[src/hw/rtl/ssbc_pkg.sv]
// Shared types and codes for the soft-switch bank controller.
package ssbc_pkg;

  localparam logic OP_READ  = 1'b0;
  localparam logic OP_WRITE = 1'b1;

  localparam logic [3:0] PAGE_KBD    = 4'h0;
  localparam logic [3:0] PAGE_STATUS = 4'h1;
  localparam logic [3:0] PAGE_SPKR   = 4'h3;
  localparam logic [3:0] PAGE_VIDEO  = 4'h5;
  localparam logic [3:0] PAGE_BUTTON = 4'h6;
  localparam logic [3:0] PAGE_LC     = 4'h8;

  localparam logic [3:0] ST_KBD     = 4'h0;
  localparam logic [3:0] ST_BANK2   = 4'h1;
  localparam logic [3:0] ST_LCRAM   = 4'h2;
  localparam logic [3:0] ST_AUXRD   = 4'h3;
  localparam logic [3:0] ST_AUXWR   = 4'h4;
  localparam logic [3:0] ST_INTCX   = 4'h5;
  localparam logic [3:0] ST_ALTZP   = 4'h6;
  localparam logic [3:0] ST_SLOTC3  = 4'h7;
  localparam logic [3:0] ST_STORE80 = 4'h8;
  localparam logic [3:0] ST_VBL     = 4'h9;
  localparam logic [3:0] ST_TEXT    = 4'hA;
  localparam logic [3:0] ST_MIXED   = 4'hB;
  localparam logic [3:0] ST_PAGE2   = 4'hC;
  localparam logic [3:0] ST_HIRES   = 4'hD;
  localparam logic [3:0] ST_ALTCHR  = 4'hE;
  localparam logic [3:0] ST_COL80   = 4'hF;

  // memory switch bit positions
  localparam logic [2:0] MS_AUXRD   = 3'd0;
  localparam logic [2:0] MS_AUXWR   = 3'd1;
  localparam logic [2:0] MS_INTCX   = 3'd2;
  localparam logic [2:0] MS_ALTZP   = 3'd3;
  localparam logic [2:0] MS_SLOTC3  = 3'd4;
  localparam logic [2:0] MS_STORE80 = 3'd5;

  // video switch bit positions
  localparam logic [2:0] VS_TEXT   = 3'd0;
  localparam logic [2:0] VS_MIXED  = 3'd1;
  localparam logic [2:0] VS_PAGE2  = 3'd2;
  localparam logic [2:0] VS_HIRES  = 3'd3;
  localparam logic [2:0] VS_COL80  = 3'd4;
  localparam logic [2:0] VS_ALTCHR = 3'd5;

  localparam logic [7:0] FLAG_ON  = 8'h80;
  localparam logic [7:0] FLAG_OFF = 8'h00;

  localparam logic [1:0] LC_OFF   = 2'd0;
  localparam logic [1:0] LC_BANK2 = 2'd1;
  localparam logic [1:0] LC_BANK1 = 2'd2;

  typedef struct packed {
    logic [3:0] button_bits;
    logic [7:0] vblank_byte;
    logic [7:0] keyboard_byte;
    logic [7:0] switch_offset;
    logic       operation;
  } access_t;

  typedef struct packed {
    logic       speaker;
    logic       lc_write_bank_one;
    logic       lc_write_on;
    logic       lc_bank_two;
    logic       lc_ram_read;
    logic [3:0] annunciators;
    logic [5:0] video;
    logic [5:0] memory;
  } state_t;

  typedef struct packed {
    logic       speaker_level;
    logic [3:0] annunciators;
    logic [6:0] display_flags;
    logic [1:0] lc_write_select;
    logic [1:0] lc_read_select;
    logic       internal_slot_rom;
    logic       aux_zero_page;
    logic       aux_write;
    logic       aux_read;
    logic [7:0] read_data;
  } result_t;

  function automatic logic [2:0] c00x_bit(input logic [2:0] pair);
    logic [2:0] idx;
    case (pair)
      3'd0:    idx = MS_STORE80;
      3'd1:    idx = MS_AUXRD;
      3'd2:    idx = MS_AUXWR;
      3'd3:    idx = MS_INTCX;
      3'd4:    idx = MS_ALTZP;
      3'd5:    idx = MS_SLOTC3;
      3'd6:    idx = VS_COL80;
      default: idx = VS_ALTCHR;
    endcase
    return idx;
  endfunction

  function automatic logic [7:0] flag_byte(input logic on);
    return on ? FLAG_ON : FLAG_OFF;
  endfunction

endpackage

[src/hw/rtl/ssbc_decode.sv]
// Access decode: next switch state and result fields for one I/O page access.
module ssbc_decode (
  input  ssbc_pkg::access_t acc,
  input  ssbc_pkg::state_t  st,
  output ssbc_pkg::state_t  st_next,
  output ssbc_pkg::result_t res
);
  import ssbc_pkg::*;

  logic       is_write;
  logic [3:0] page;
  logic [3:0] low;
  logic [7:0] rdata;

  assign is_write = (acc.operation == OP_WRITE);
  assign page     = acc.switch_offset[7:4];
  assign low      = acc.switch_offset[3:0];

  always_comb begin
    st_next = st;
    rdata   = FLAG_OFF;
    case (page)
      PAGE_KBD: begin
        if (is_write) begin
          if (low[3:2] != 2'b11) begin
            st_next.memory[c00x_bit(low[3:1])] = low[0];
          end else begin
            st_next.video[c00x_bit(low[3:1])] = low[0];
          end
        end else begin
          rdata = acc.keyboard_byte;
        end
      end
      PAGE_STATUS: begin
        if (!is_write) begin
          case (low)
            ST_KBD:     rdata = acc.keyboard_byte;
            ST_BANK2:   rdata = flag_byte(st.lc_bank_two);
            ST_LCRAM:   rdata = flag_byte(st.lc_ram_read);
            ST_AUXRD:   rdata = flag_byte(st.memory[MS_AUXRD]);
            ST_AUXWR:   rdata = flag_byte(st.memory[MS_AUXWR]);
            ST_INTCX:   rdata = flag_byte(st.memory[MS_INTCX]);
            ST_ALTZP:   rdata = flag_byte(st.memory[MS_ALTZP]);
            ST_SLOTC3:  rdata = flag_byte(st.memory[MS_SLOTC3]);
            ST_STORE80: rdata = flag_byte(st.memory[MS_STORE80]);
            ST_VBL:     rdata = acc.vblank_byte;
            ST_TEXT:    rdata = flag_byte(st.video[VS_TEXT]);
            ST_MIXED:   rdata = flag_byte(st.video[VS_MIXED]);
            ST_PAGE2:   rdata = flag_byte(st.video[VS_PAGE2]);
            ST_HIRES:   rdata = flag_byte(st.video[VS_HIRES]);
            ST_ALTCHR:  rdata = flag_byte(st.video[VS_ALTCHR]);
            default:    rdata = flag_byte(st.video[VS_COL80]);
          endcase
        end
      end
      PAGE_SPKR: begin
        st_next.speaker = ~st.speaker;
      end
      PAGE_VIDEO: begin
        // annunciators use reversed sense: even offset sets
        if (!low[3]) begin
          st_next.video[{1'b0, low[2:1]}] = low[0];
        end else begin
          st_next.annunciators[low[2:1]] = ~low[0];
        end
      end
      PAGE_BUTTON: begin
        if (!is_write && (low inside {[4'd1:4'd3]})) begin
          rdata = flag_byte(acc.button_bits[low[1:0]]);
        end
      end
      PAGE_LC: begin
        st_next.lc_write_on       = low[0];
        st_next.lc_write_bank_one = low[3];
        st_next.lc_bank_two       = ~low[3];
        st_next.lc_ram_read       = (low[1] == low[0]);
      end
      default: begin
      end
    endcase
  end

  always_comb begin
    res.read_data         = rdata;
    res.aux_read          = st_next.memory[MS_AUXRD];
    res.aux_write         = st_next.memory[MS_AUXWR];
    res.aux_zero_page     = st_next.memory[MS_ALTZP];
    res.internal_slot_rom = st_next.memory[MS_INTCX];
    res.lc_read_select    = !st_next.lc_ram_read ? LC_OFF :
                            (st_next.lc_bank_two ? LC_BANK2 : LC_BANK1);
    res.lc_write_select   = !st_next.lc_write_on ? LC_OFF :
                            (st_next.lc_write_bank_one ? LC_BANK1 : LC_BANK2);
    res.display_flags     = {st_next.memory[MS_STORE80], st_next.video};
    res.annunciators      = st_next.annunciators;
    res.speaker_level     = st_next.speaker;
  end

endmodule

[src/hw/rtl/soft_switch_bank_controller.sv]
// Soft-switch and language-card bank controller, top level with stage registers.
//
// Usage:
//   Slave channel s_*: one I/O page access per transfer. s_tuser carries the
//   operation (0 read, 1 write); s_tdata carries offset, keyboard byte,
//   vertical blank byte and button levels.
//   Master channel m_*: one result per access, the read byte followed by the
//   memory-map selectors, display flags, annunciators and speaker level as
//   they stand after the access.
//   Path: an accepted access is held in the input register; its result is
//   then registered from the decode and presented on m_*.
//   Throughput: one access per cycle while m_tready stays high; the switch
//   state is updated by the single decode stage between the two registers.
//   Reset (rst, synchronous): all switches, annunciators, language-card
//   bank state and the speaker level go to zero; both stages empty.
//   Stall: while m_tready is low the result holds; one more access waits in
//   the input register and s_tready drops until the result is taken.
module soft_switch_bank_controller (
  input  logic        clk,
  input  logic        rst,
  input  logic        s_tvalid,
  output logic        s_tready,
  // [7:0] switch_offset, [15:8] keyboard_byte, [23:16] vblank_byte,
  // [27:24] button_bits, [31:28] zero
  input  logic [31:0] s_tdata,
  // [0] operation
  input  logic        s_tuser,
  output logic        m_tvalid,
  input  logic        m_tready,
  // [7:0] read_data, [8] aux_read, [9] aux_write, [10] aux_zero_page,
  // [11] internal_slot_rom, [13:12] lc_read_select, [15:14] lc_write_select,
  // [22:16] display_flags, [26:23] annunciators, [27] speaker_level,
  // [31:28] zero
  output logic [31:0] m_tdata
);
  import ssbc_pkg::*;

  logic    in_valid;
  access_t in_acc;
  state_t  state;
  state_t  state_next;
  result_t res_next;
  result_t res;
  logic    out_free;
  logic    in_adv;

  assign out_free = !m_tvalid || m_tready;
  assign in_adv   = in_valid && out_free;
  assign s_tready = !in_valid || out_free;

  ssbc_decode u_decode (
    .acc     (in_acc),
    .st      (state),
    .st_next (state_next),
    .res     (res_next)
  );

  always_ff @(posedge clk) begin
    if (rst) begin
      in_valid <= 1'b0;
      m_tvalid <= 1'b0;
      state    <= '0;
    end else begin
      if (s_tvalid && s_tready) begin
        in_valid <= 1'b1;
      end else if (in_adv) begin
        in_valid <= 1'b0;
      end
      if (in_adv) begin
        m_tvalid <= 1'b1;
        state    <= state_next;
      end else if (m_tready) begin
        m_tvalid <= 1'b0;
      end
    end
  end

  always_ff @(posedge clk) begin
    if (s_tvalid && s_tready) begin
      in_acc <= {s_tdata[27:0], s_tuser};
    end
    if (in_adv) begin
      res <= res_next;
    end
  end

  assign m_tdata = {4'b0000, res};

`ifndef ASSERT_OFF
  a_state_hold: assert property (@(posedge clk) disable iff (rst)
    !in_adv |=> $stable(state))
    else $error("switch state changed without an access advancing");

  a_speaker_toggle: assert property (@(posedge clk) disable iff (rst)
    (in_adv && in_acc.switch_offset[7:4] == PAGE_SPKR) |=>
      state.speaker != $past(state.speaker))
    else $error("speaker page access did not toggle the level");

  a_lc_select: assert property (@(posedge clk) disable iff (rst)
    m_tvalid |-> (res.lc_read_select != 2'b11 && res.lc_write_select != 2'b11))
    else $error("invalid language-card select code");

  a_ready_free: assert property (@(posedge clk) disable iff (rst)
    (!in_valid || !m_tvalid) |-> s_tready)
    else $error("input stalled with room in the pipeline");
`endif

endmodule
[config.mk]
export PLATFORM = sky130hd
export DESIGN_NAME = soft_switch_bank_controller
export DESIGN_NICKNAME = d
export VERILOG_FILES = /design/src/hw/rtl/ssbc_pkg.sv /design/src/hw/rtl/ssbc_decode.sv /design/src/hw/rtl/soft_switch_bank_controller.sv
export SDC_FILE = /design/constraint.sdc
export NUM_CORES = 1
export LEC_CHECK = 0
export BUFFER_PORTS_ARGS = -buffer_cell sky130_fd_sc_hd__buf_2
export CAP_MARGIN = 10
export CORE_UTILIZATION = 56
export CTS_BUF_LIST = sky130_fd_sc_hd__clkbuf_16
export DETAILED_ROUTE_END_ITERATION = 16
export PLACE_DENSITY_LB_ADDON = 0.05
export SYNTH_ARGS = -nofsm -noshare
export SYNTH_HDL_FRONTEND = slang
export SYNTH_HIERARCHICAL = 1
export SYNTH_SLANG_ARGS = --single-unit
export TNS_END_PERCENT = 30
[constraint.sdc]
create_clock -name clk -period 3.1 [get_ports clk]
set_input_delay 0.62 -clock clk [delete_from_list [all_inputs] [get_ports clk]]
set_output_delay 0.62 -clock clk [all_outputs]
set_load 0.01 [all_outputs]
# After elaboration in Yosys (flattened, before gate mapping)
# Cells that the tools add are included.
# W data, S select, Z words.
[classes] add_sub_neg=0 multipliers=0 div=0 magnitude_cmp=11 n_eq_ne=27 n_shift=0 n_mux=57 bitwise=3 reduce_logical=19
[op_table] cell="$mux W8" count=18
[op_table] cell="$pmux W8 S15" count=1
[op_table] cell="$eq A4 B4 Y1 const B" count=8
[op_table] cell="$eq A4 B3 Y1 const B" count=6
[op_table] cell="$mux W6" count=4
[op_table] cell="$pmux W8 S3" count=1
[op_table] cell="$bwmux W6" count=3
[op_table] cell="$mux W3" count=6
[op_table] cell="$pmux W3 S5" count=1
[op_table] cell="$eq A4 B2 Y1 const B" count=3
[op_table] cell="$mux W12" count=1
[op_table] cell="$mux W4" count=3
[op_table] cell="$pmux W6 S2" count=1
[op_table] cell="$mux W1" count=10
[op_table] cell="$eq A3 B3 Y1 const B" count=3
[op_table] cell="$eq A4 B1 Y1 const B" count=2
[op_table] cell="$logic_and A1 B1 Y1" count=8
[op_table] cell="$logic_not A4 Y1" count=2
[op_table] cell="$lt A3 B4 Y1 const B" count=2
[op_table] cell="$demux W1 S3" count=2
[op_table] cell="$eq A3 B2 Y1 const B" count=2
[op_table] cell="$ge A3 B1 Y1 const B" count=2
[op_table] cell="$lt A2 B3 Y1 const B" count=2
[op_table] cell="$bwmux W4" count=1
[op_table] cell="other kinds (16)" count=25
[totals] register_bits=80 latch_bits=0 mem_bits_rw=0 romBits=0 input_bits=37 out_inout_bits=34 word_cells=143 mem_count=0

# Depth between registers and ports, before layout
# Gate-level depths: netlist of run 1.
[logic_depth] depth_word=14 depth_mapped=8 depth_no_buf=7

# Modules after synthesis
# The synthesis of run 1 kept the hierarchy.
[modules_own_cells] mod="soft_switch_bank_controller" instances=1 cells_each=163 area_per_inst_um2=2792.7 seq_area_each_um2=2172.1
[modules_own_cells] mod="ssbc_decode" instances=1 cells_each=149 area_per_inst_um2=1092.3 seq_area_each_um2=0.0

# Worst setup path after synthesis of run 1
# OpenSTA, ideal clock, no wires.
[synth_path] path_type="input to register" start="in m_tready" end="reg in_acc[0] (netlist name), enable pin" setup_time_ns=0.425 arrival_time_ns=2.122 required_ns=2.675 path_slack_ns=0.553 cell_stages=2 path_buffers=0 cell_sequence="nor2b_4 a21oi_1"
[synth_between] elab_chain_cells=3
[synth_lines] item="start, declared" line="soft_switch_bank_controller.sv:29" source="input logic m_tready,"
[synth_lines] item="$logic_or A1 B1 Y1" line="soft_switch_bank_controller.sv:47" source="assign out_free = !m_tvalid || m_tready;"
[synth_lines] item="$logic_or A1 B1 Y1" line="soft_switch_bank_controller.sv:49" source="assign s_tready = !in_valid || out_free;"
[synth_lines] item="$logic_and A1 B1 Y1" line="soft_switch_bank_controller.sv:79" source="if (s_tvalid && s_tready) begin"
[synth_lines] item="end signal, assigned" line="soft_switch_bank_controller.sv:80" source="in_acc <= {s_tdata[27:0], s_tuser};"
[synth_lines] item="end, declared" line="soft_switch_bank_controller.sv:39" source="access_t in_acc;"
# Every way passes these cells.
# A chain may end at the register's enable or synchronous reset.

==> results of run 1 <==
[final cells by class]
| type | count | area [um2] | share of cell area [%] |
|---|---|---|---|
| timing repair buffer | 67 | 360.3 | 8.170 |
| clock buffer | 9 | 225.2 | 5.106 |
| inverter | 10 | 37.54 | 0.8511 |
| clock inverter | 7 | 77.57 | 1.759 |
| sequential | 80 | 2172 | 49.25 |
| tap | 77 | 96.34 | 2.184 |
| multi-input combinational | 192 | 1441 | 32.68 |
[state kept, by name, indices dropped and copies added, names as in the netlist]
register / flops
in_valid: 1
m_tvalid: 1
m_tdata: 28
state: 21
in_acc: 29
[per-stage QoR]
stage / hold slack, ps / power (mW) / instance area (um2) / std cells
after floorplan: 445.2 / 1.339 / 3896 / 315
after global placement: 455.7 / 1.385 / 4108 / 426
after detailed placement: 469.5 / 1.389 / 4108 / 426
after CTS: 444.6 / 2.449 / 4410 / 442
after global routing: 439.2 / 2.511 / 4410 / 442
final: 453.1 / 2.426 / 4410 / 442
[final timing paths]
check	from	endpoint	slack [ps]	depth (start not counted)
min	s_tdata[10]	in_acc[11]	450	1
max	in_acc[1]	m_tdata[0]	960	6
max reg2reg	in_acc[1]	m_tdata[0]	960	6
min reg2reg	state[14]	state[14]	480	2
[Yosys cell counts, types with 2 or more instances]
| master | number |
|---|---|
| mux2i_1 | 23 |
| dfxtp_1 | 23 |
| mux2_1 | 3 |
| nor2_1 | 21 |
| o31ai_1 | 3 |
| nor2b_1 | 5 |
| nor3_1 | 4 |
| a22oi_1 | 12 |
| a21oi_1 | 5 |
| buf_4 | 21 |
| nand2_1 | 12 |
| buf_12 | 2 |
| o21ai_0 | 3 |
| nand3_1 | 2 |
| clkbuf_1 | 7 |
| edfxtp_1 | 57 |
| a22o_1 | 6 |
| nand2b_1 | 43 |
| ha_1 | 5 |
| inv_1 | 9 |
| mux2_2 | 9 |
[logic make-up after synthesis]
| group | after synthesis | share of synthesized area [%] |
|---|---|---|
| other | 1 | 0.09653 |
| flip-flops | 80 | 55.91 |
| adder cells (fa/ha/maj) | 5 | 1.610 |
| buffers and inverters | 43 | 7.504 |
| XOR/XNOR | 1 | 0.2255 |
| AND/OR/NAND/NOR | 101 | 15.43 |
| multiplexers | 37 | 10.37 |
| AO/OA/AOI/OAI | 44 | 8.857 |
[routing by layer]
layer | up-vias | global-route usage, % | routed length, um
met2 | 79 | 35.04 | 3473
met3 | 14 | 5.253 | 329
met5 | - | 0 | 0
met1 | 1152 | 25.68 | 3082
met4 | 0 | 12.58 | 172
li1 | 1190 | - | -
[power groups by stage]
stage | Sequential, mW | Clock (mW) | Combinational, mW
final | 1.21 | 1.06 | 0.155
after global routing | 1.21 | 1.13 | 0.168
after CTS | 1.21 | 1.08 | 0.156
after detailed placement | 1.23 | 0 | 0.155
after global placement | 1.23 | 0 | 0.153
after floorplan | 1.23 | 0 | 0.108
[worst max-delay path, cell delays in order (launching register included)]
cell and delay (ps):
edfxtp_1 350, clkinv_1 250, ha_1 370, nor3_1 430
a211oi_4 190, a22oi_1 220, nor2_1 60
==> metrics.md, run 1 <==
| Metric | Value |
|---|---|
| CP Launch Type | `flip-flop` |
| WS Path Type | `flip-flop to flip-flop` |
| Setup ws final | `956.0 ps` |
| I/O pin count | `71` |
| Die Height | `85.29 um` |
| Via total after detailed routing | `2435` |
| Netlist area before placement | `3885 um2` |
| Combinational fraction of design power | `6.4%` |
| Area of the die | `7274 um2` |
| Data arrival time of the critical path | `2220 ps` |
| Commonest cells after routing, fill and taps aside | `buf_2, edfxtp_1, nand2b_1` |
| Worst clock skew | `7.786 ps` |
| Avg Vias per Cell | `5.509` |
| Clock latency at the later pin of the worst-skew pair | `340 ps` |
| Pre-antenna DRT Iters | `4` |
| Routability cong. | `0.8254` |
| Relative contribution of the clock network to total power | `43.7%` |
| Internal power | `1.885 mW` |
| Pin count of the biggest net entering global routing | `45` |
| Final routed DRC violation total | `0` |
| Count of buffers from port buffering | `62` |
| Proportion of synthesized chip area in sequential cells | `55.91%` |
| Reported net switching power | `0.5414 mW` |
| Status | `completed` |
| Synthesized area divided by synthesized cell count | `12.45 um2` |
| Final cycle utilization of the critical path | `69.16%` |
| Max Transition Viols Final | `0` |
| Leakage Power | `1.692 nW` |
| Number of instances resized during post-cts repair | `0` |
| Cells taking the most area after synthesis | `edfxtp_1, dfxtp_1, nand2b_1` |
| Post-CTS setup repair buffer count | `0` |
| Achievable clock frequency | `466.4 MHz` |
| Yosys top cell area share | `44.06%` |
| Antenna violations before repair | `0` |
| Fill cell count | `505` |
| Crit path capture type | `flip-flop` |
| # hold bufs at CTS | `0` |
| Register bit count reported by yosys | `80` |
| Class of the tightest hold or removal check | `input port to flip-flop` |
| Fraction of layout instances using a drive strength above 1 | `29.86%` |
| Synthesized netlist cell count | `312` |
| Top fanout value on the critical path | `8` |
| Number of maximum-capacitance constraint violations | `0` |
| Worst endpoint required time | `3170 ps` |
| Clock root buffer | `clkbuf_16` |
| Nets@finish | `402` |
| Die Span X | `85.29 um` |
| Number of DRC markers after the initial detailed-route iteration | `104` |
| ANT cells | `0` |
| Final Core Density | `67.53%` |
| Starting density of the core | `59.48%` |
| Overall Global Routing Usage | `21.35%` |
| Routed wire per std cell | `15.97 um` |
| Rel. slew slack | `53.82%` |
| Standard-cell rows | `29` |
| TNS Setup | `0 ps` |
| Worst setup slack before clock tree synthesis | `962.8 ps` |
| Number of endpoints with negative hold slack in the final report | `0` |
| Grt total ovfl | `0` |
| Worst slew pin tran | `691.3 ps` |
| Vias in the first global route | `2416` |
| Pwr/cell area | `550.1 nW/um2` |
| Final period demand of the worst path | `2144 ps` |
| Synth Flop Type | `edfxtp_1` |
| Yosys warning total | `6` |
| Global-route wire length before repair | `11.48 mm` |
| Async set or reset register ratio after synthesis | `0%` |
| Detailed Route WL | `7.058 mm` |
| RSZ-0062 raised after global routing | `false` |
| Top cell type by total area after synthesis | `edfxtp_1` |
| Post-DRT Antenna Nets | `0` |
| Number of buffers created by CTS | `9` |
| Clk pin slew, worst setup/hold paths | `60 ps` |
| Growth of design area from synthesis to finish | `13.53%` |
| Number of H-tree levels | `3` |
| Clock tree from TritonCTS | `built` |
| Setup violations, final | `0` |
| Worst IR Drop VDD | `0.3358 mV` |
| Part of the total power dissipated in sequential elements | `49.9%` |
| Detailed placement HPWL | `4.729 mm` |
| TritonCTS Sinks | `80` |
| Number of distinct library cells after synthesis | `58` |
| Number of buffers on the longest clock path | `2` |
| Floorplan Core Area | `6531 um2` |
| Net switching share of the total power | `22.32%` |
| Number of enable-type register cells in the synthesized netlist | `57` |
| Leading cell type in the layout, fill and taps excluded | `buf_2` |
(Power assumes the default switching activity.)
==> run 2: changes to the inputs <==
--- a/config.mk
+++ b/config.mk
@@ -5,6 +5,7 @@
 export SDC_FILE = /design/constraint.sdc
 export NUM_CORES = 1
 export LEC_CHECK = 0
+export ABC_AREA = 1
 export BUFFER_PORTS_ARGS = -buffer_cell sky130_fd_sc_hd__buf_2
 export CAP_MARGIN = 10
 export CORE_UTILIZATION = 56
==> constraint.sdc (replaced) <==
create_clock -name clk -period 2 [get_ports clk]
set_input_delay 0.4 -clock clk [delete_from_list [all_inputs] [get_ports clk]]
set_output_delay 0.4 -clock clk [all_outputs]
set_load 0.01 [all_outputs]
==> metrics.md, run 2 <==
| Metric | Value |
|---|---|
| Status | `completed (unchanged)` |
| Final cycle utilization of the critical path | `93.07% (was 69.16%)` |
| Count of buffers from port buffering | `62 (unchanged)` |
| ANT cells | `0 (unchanged)` |
| Number of DRC markers after the initial detailed-route iteration | `154 (was 104)` |
| Class of the tightest hold or removal check | `input port to flip-flop (unchanged)` |
| Achievable clock frequency | `537.2 MHz (was 466.4 MHz)` |
| Worst endpoint required time | `2220 ps (was 3170 ps)` |
| Netlist area before placement | `4114 um2 (was 3885 um2)` |
| Synth Flop Type | `edfxtp_1 (unchanged)` |
| Antenna violations before repair | `0 (unchanged)` |
| Yosys top cell area share | `41.61% (was 44.06%)` |
| Die Height | `87.71 um (was 85.29 um)` |
| Max stage delay on crit path | `450 ps (was 430 ps)` |
| Die Span X | `87.71 um (was 85.29 um)` |
| Detailed placement HPWL | `5.713 mm (was 4.729 mm)` |
| Post-synth top cells | `nand2_1, edfxtp_1, nor2_1 (was edfxtp_1, nand2b_1, dfxtp_1, mux2i_1)` |
| Global-route wire length before repair | `13.12 mm (was 11.48 mm)` |
| Source of the critical timing path | `in_acc[6] (was in_acc[1])` |
| Pre-antenna DRT Iters | `4 (unchanged)` |
| Synthesized area divided by synthesized cell count | `9.042 um2 (was 12.45 um2)` |
| Top cell type by total area after synthesis | `edfxtp_1 (unchanged)` |
| Number of maximum-capacitance constraint violations | `0 (unchanged)` |
| Via total after detailed routing | `3075 (was 2435)` |
| Floorplan Core Area | `6944 um2 (was 6531 um2)` |
| Proportion of synthesized chip area in sequential cells | `52.80% (was 55.91%)` |
| Standard-cell rows | `30 (was 29)` |
| Most common cell in the synthesized netlist | `nand2_1 (was edfxtp_1)` |
| Grt total ovfl | `0 (unchanged)` |
| Number of buffers on the longest clock path | `2 (unchanged)` |
| Ordered cell list for the critical path | `inv_2 > nand4_1 > inv_1 > nand2_1 > mux2i_1 > inv_1 > inv_1 > nand3_1 > nand2_1 > nor2_1 (was clkinv_1 > ha_1 > nor3_1 > a211oi_4 > a22oi_1 > nor2_1)` |
| WS Path Type | `flip-flop to flip-flop (unchanged)` |
| Library cell contributing the largest single delay on the critical path | `edfxtp_1 (was nor3_1)` |
| Avg Vias per Cell | `5.058 (was 5.509)` |
| Top delay family on crit path | `simple AND/OR/NAND/NOR gates (unchanged)` |
| Crit path buffers/inverters | `4 (was 1)` |
| Pin count of the biggest net entering global routing | `44 (was 45)` |
| I/O pin count | `71 (unchanged)` |
| Cell depth of the worst flop-to-flop path | `10 (was 6)` |
| Global route hottest layer | `met2 (unchanged)` |
| Clock tree from TritonCTS | `built (unchanged)` |
| Worst IR Drop VDD | `0.6138 mV (was 0.3358 mV)` |
| Routed wire per std cell | `13.40 um (was 15.97 um)` |
| Critical R2R Capture | `state[14] (was m_tdata[0])` |
| Final routed DRC violation total | `0 (unchanged)` |
| Most flops, register | `in_acc (unchanged)` |
| Clock root buffer | `clkbuf_16 (unchanged)` |
| Most frequent cell on the critical path | `inv_1` |
| Nets@finish | `549 (was 402)` |
| CP Launch Type | `flip-flop (unchanged)` |
| Launch instance of the worst min-delay path | `s_tdata[5] (was s_tdata[10])` |
| Cell area after layout | `4692 um2 (was 4410 um2)` |
| Launch point of the worst reg-to-reg path | `in_acc[6] (was in_acc[1])` |
| Final period demand of the worst path | `1861 ps (was 2144 ps)` |
| Worst-case register-to-register setup slack | `140 ps (was 960 ps)` |
| Overall Global Routing Usage | `22.85% (was 21.35%)` |
| Footprint of the flip-flops and latches | `2172 um2 (unchanged)` |
| Worst clock skew | `7.510 ps (was 7.786 ps)` |
| Leading cell type in the layout, fill and taps excluded | `nand2_1 (was buf_2)` |
| Yosys warning total | `6 (unchanged)` |
| Number of endpoints with negative hold slack in the final report | `0 (unchanged)` |
| Setup violations, final | `0 (unchanged)` |
| Fill cell count | `585 (was 505)` |
| Vias in the first global route | `2746 (was 2416)` |
| Data arrival time of the critical path | `2090 ps (was 2220 ps)` |
| Async set or reset register ratio after synthesis | `0% (unchanged)` |
| Register bit count reported by yosys | `80 (unchanged)` |
| Starting density of the core | `59.24% (was 59.48%)` |
| Number of distinct library cells after synthesis | `39 (was 58)` |
| Pwr/cell area | `867.6 nW/um2 (was 550.1 nW/um2)` |
| TNS Setup | `0 ps (unchanged)` |
| Routability cong. | `0.9064 (was 0.8254)` |
| Leakage Power | `2.062 nW (was 1.692 nW)` |
| Detailed Route WL | `8.146 mm (was 7.058 mm)` |
| Number of enable-type register cells in the synthesized netlist | `57 (unchanged)` |
| Top fanout value on the critical path | `6 (was 8)` |
| Hold Path Depth | `1 (unchanged)` |
| Clk pin slew, worst setup/hold paths | `60 ps (about the same)` |
| Total placed instance area | `4345 um2 (was 4108 um2)` |
| Crit path capture type | `flip-flop (unchanged)` |
| Post-DRT Antenna Nets | `0 (unchanged)` |
| Routing usage on met2 | `34.46% (was 35.04%)` |
| Met3 track utilization from global routing | `4.053% (was 5.253%)` |
| Met1 Resource Use GR | `31.85% (was 25.68%)` |
| Commonest cells after routing, fill and taps aside | `nand2_1, buf_2, edfxtp_1 (was buf_2, edfxtp_1, nand2b_1)` |
| Total area of multi-input combinational cells | `1420 um2 (was 1441 um2)` |
| Max Transition Viols Final | `0 (unchanged)` |
| Area of the die | `7693 um2 (was 7274 um2)` |
| Cells taking the most area after synthesis | `edfxtp_1, dfxtp_1, nand2_1 (was edfxtp_1, dfxtp_1, nand2b_1)` |
| Fraction of layout instances using a drive strength above 1 | `24.41% (was 29.86%)` |
| Synthesized netlist cell count | `455 (was 312)` |
| # hold bufs at CTS | `0 (unchanged)` |
| Number of buffers created by CTS | `9 (unchanged)` |
| RSZ-0062 raised after global routing | `true (was false)` |
| TritonCTS Sinks | `80 (unchanged)` |
| Number of H-tree levels | `3 (unchanged)` |
| Endpoint of the worst hold-timing path | `in_acc[6] (was in_acc[11])` |
| Largest register FFs | `29 (unchanged)` |
| Growth of design area from synthesis to finish | `14.05% (was 13.53%)` |
| Minimum hold slack | `243.6 ps (was 453.1 ps)` |
| Clock latency at the later pin of the worst-skew pair | `330 ps (was 340 ps)` |
run 2: changes by cell type in the layout (fill, tap and decap cells not counted), sizes merged, moves of 22 or more:
| cell | before | now |
|---|---|---|
| nor2 | 21 | 59 |
| nand2b | 43 | 0 |
| nand2 | 12 | 82 |
| mux2i | 23 | 1 |
| a21oi | 5 | 31 |
| nand3 | 3 | 45 |
| inv | 12 | 62 |
run 2: layout make-up:
cell class | instances | share of cell area [%]
repair buffers | 76 | 8.853
multi-input cells | 276 | 30.27
inverters | 64 | 5.173
clock buffers | 9 | 4.800
clock inverters | 7 | 2.053
well taps | 96 | 2.560
flip-flops and latches | 80 | 46.29
run 2: cell families after synthesis:
| logic type | Yosys count | share of synthesized area, % |
|---|---|---|
| mux | 1 | 0.2433 |
| flops | 80 | 52.80 |
| other cells | 1 | 0.09115 |
| simple gates | 206 | 23.60 |
| xor+xnor | 1 | 0.2129 |
| compound gates | 59 | 8.242 |
| fa+ha+maj | 5 | 1.521 |
| buf+inv | 102 | 13.29 |
run 2: per-stage QoR:
stage | power, mW | utilization [%] | setup WS (ps) | std cells
2_1_floorplan | 2.286 | - | -184.0 | 458
3_3_place_gp | 2.360 | 62.58 | 186.2 | 590
3_5_place_dp | 2.375 | 62.58 | 144.1 | 590
4_1_cts | 4.103 | 67.21 | 103.4 | 606
5_1_grt | 4.221 | 67.57 | -23.78 | 608
6_report | 4.071 | 67.57 | 138.6 | 608
run 2: how the worst max path moves through the flow:
stage,end,slack [ps],cells past startpoint
after floorplan,m_tdata[7],-180,13
after global placement,state[5],190,13
after detailed placement,state[3],140,13
after CTS,state[5],100,13
after global routing,state[7],-20,9
final,state[14],140,10
run 2: repair_timing:
action / CTS / global route
setup buffers: 0 / 2
endpoints found under the setup margin: 0 / 4
gates resized for setup: 0 / 2
run 2: metal layers:
layer	up-vias	share of wire, %	wire (um)
met2	93	45	3680
met3	16	4.8	392
met1	1386	47	3867
li1	1580	-	-
met4	0	2.5	205
met5	-	0	0
run 2: report_power, final:
group          total [mW]  internal (mW)  switching [mW]  leakage [nW]
Combinational       0.413          0.150           0.263          1.16
Clock                1.73           1.09           0.635         0.149
Sequential           1.93           1.88          0.0527         0.750
run 2: worst reg2reg max path, stage by stage (launching register included):
cell and delay (ps):
edfxtp_1 450, inv_2 130, nand4_1 330, inv_1 250, nand2_1 110, mux2i_1 180
inv_1 70, inv_1 50, nand3_1 70, nand2_1 80, nor2_1 40
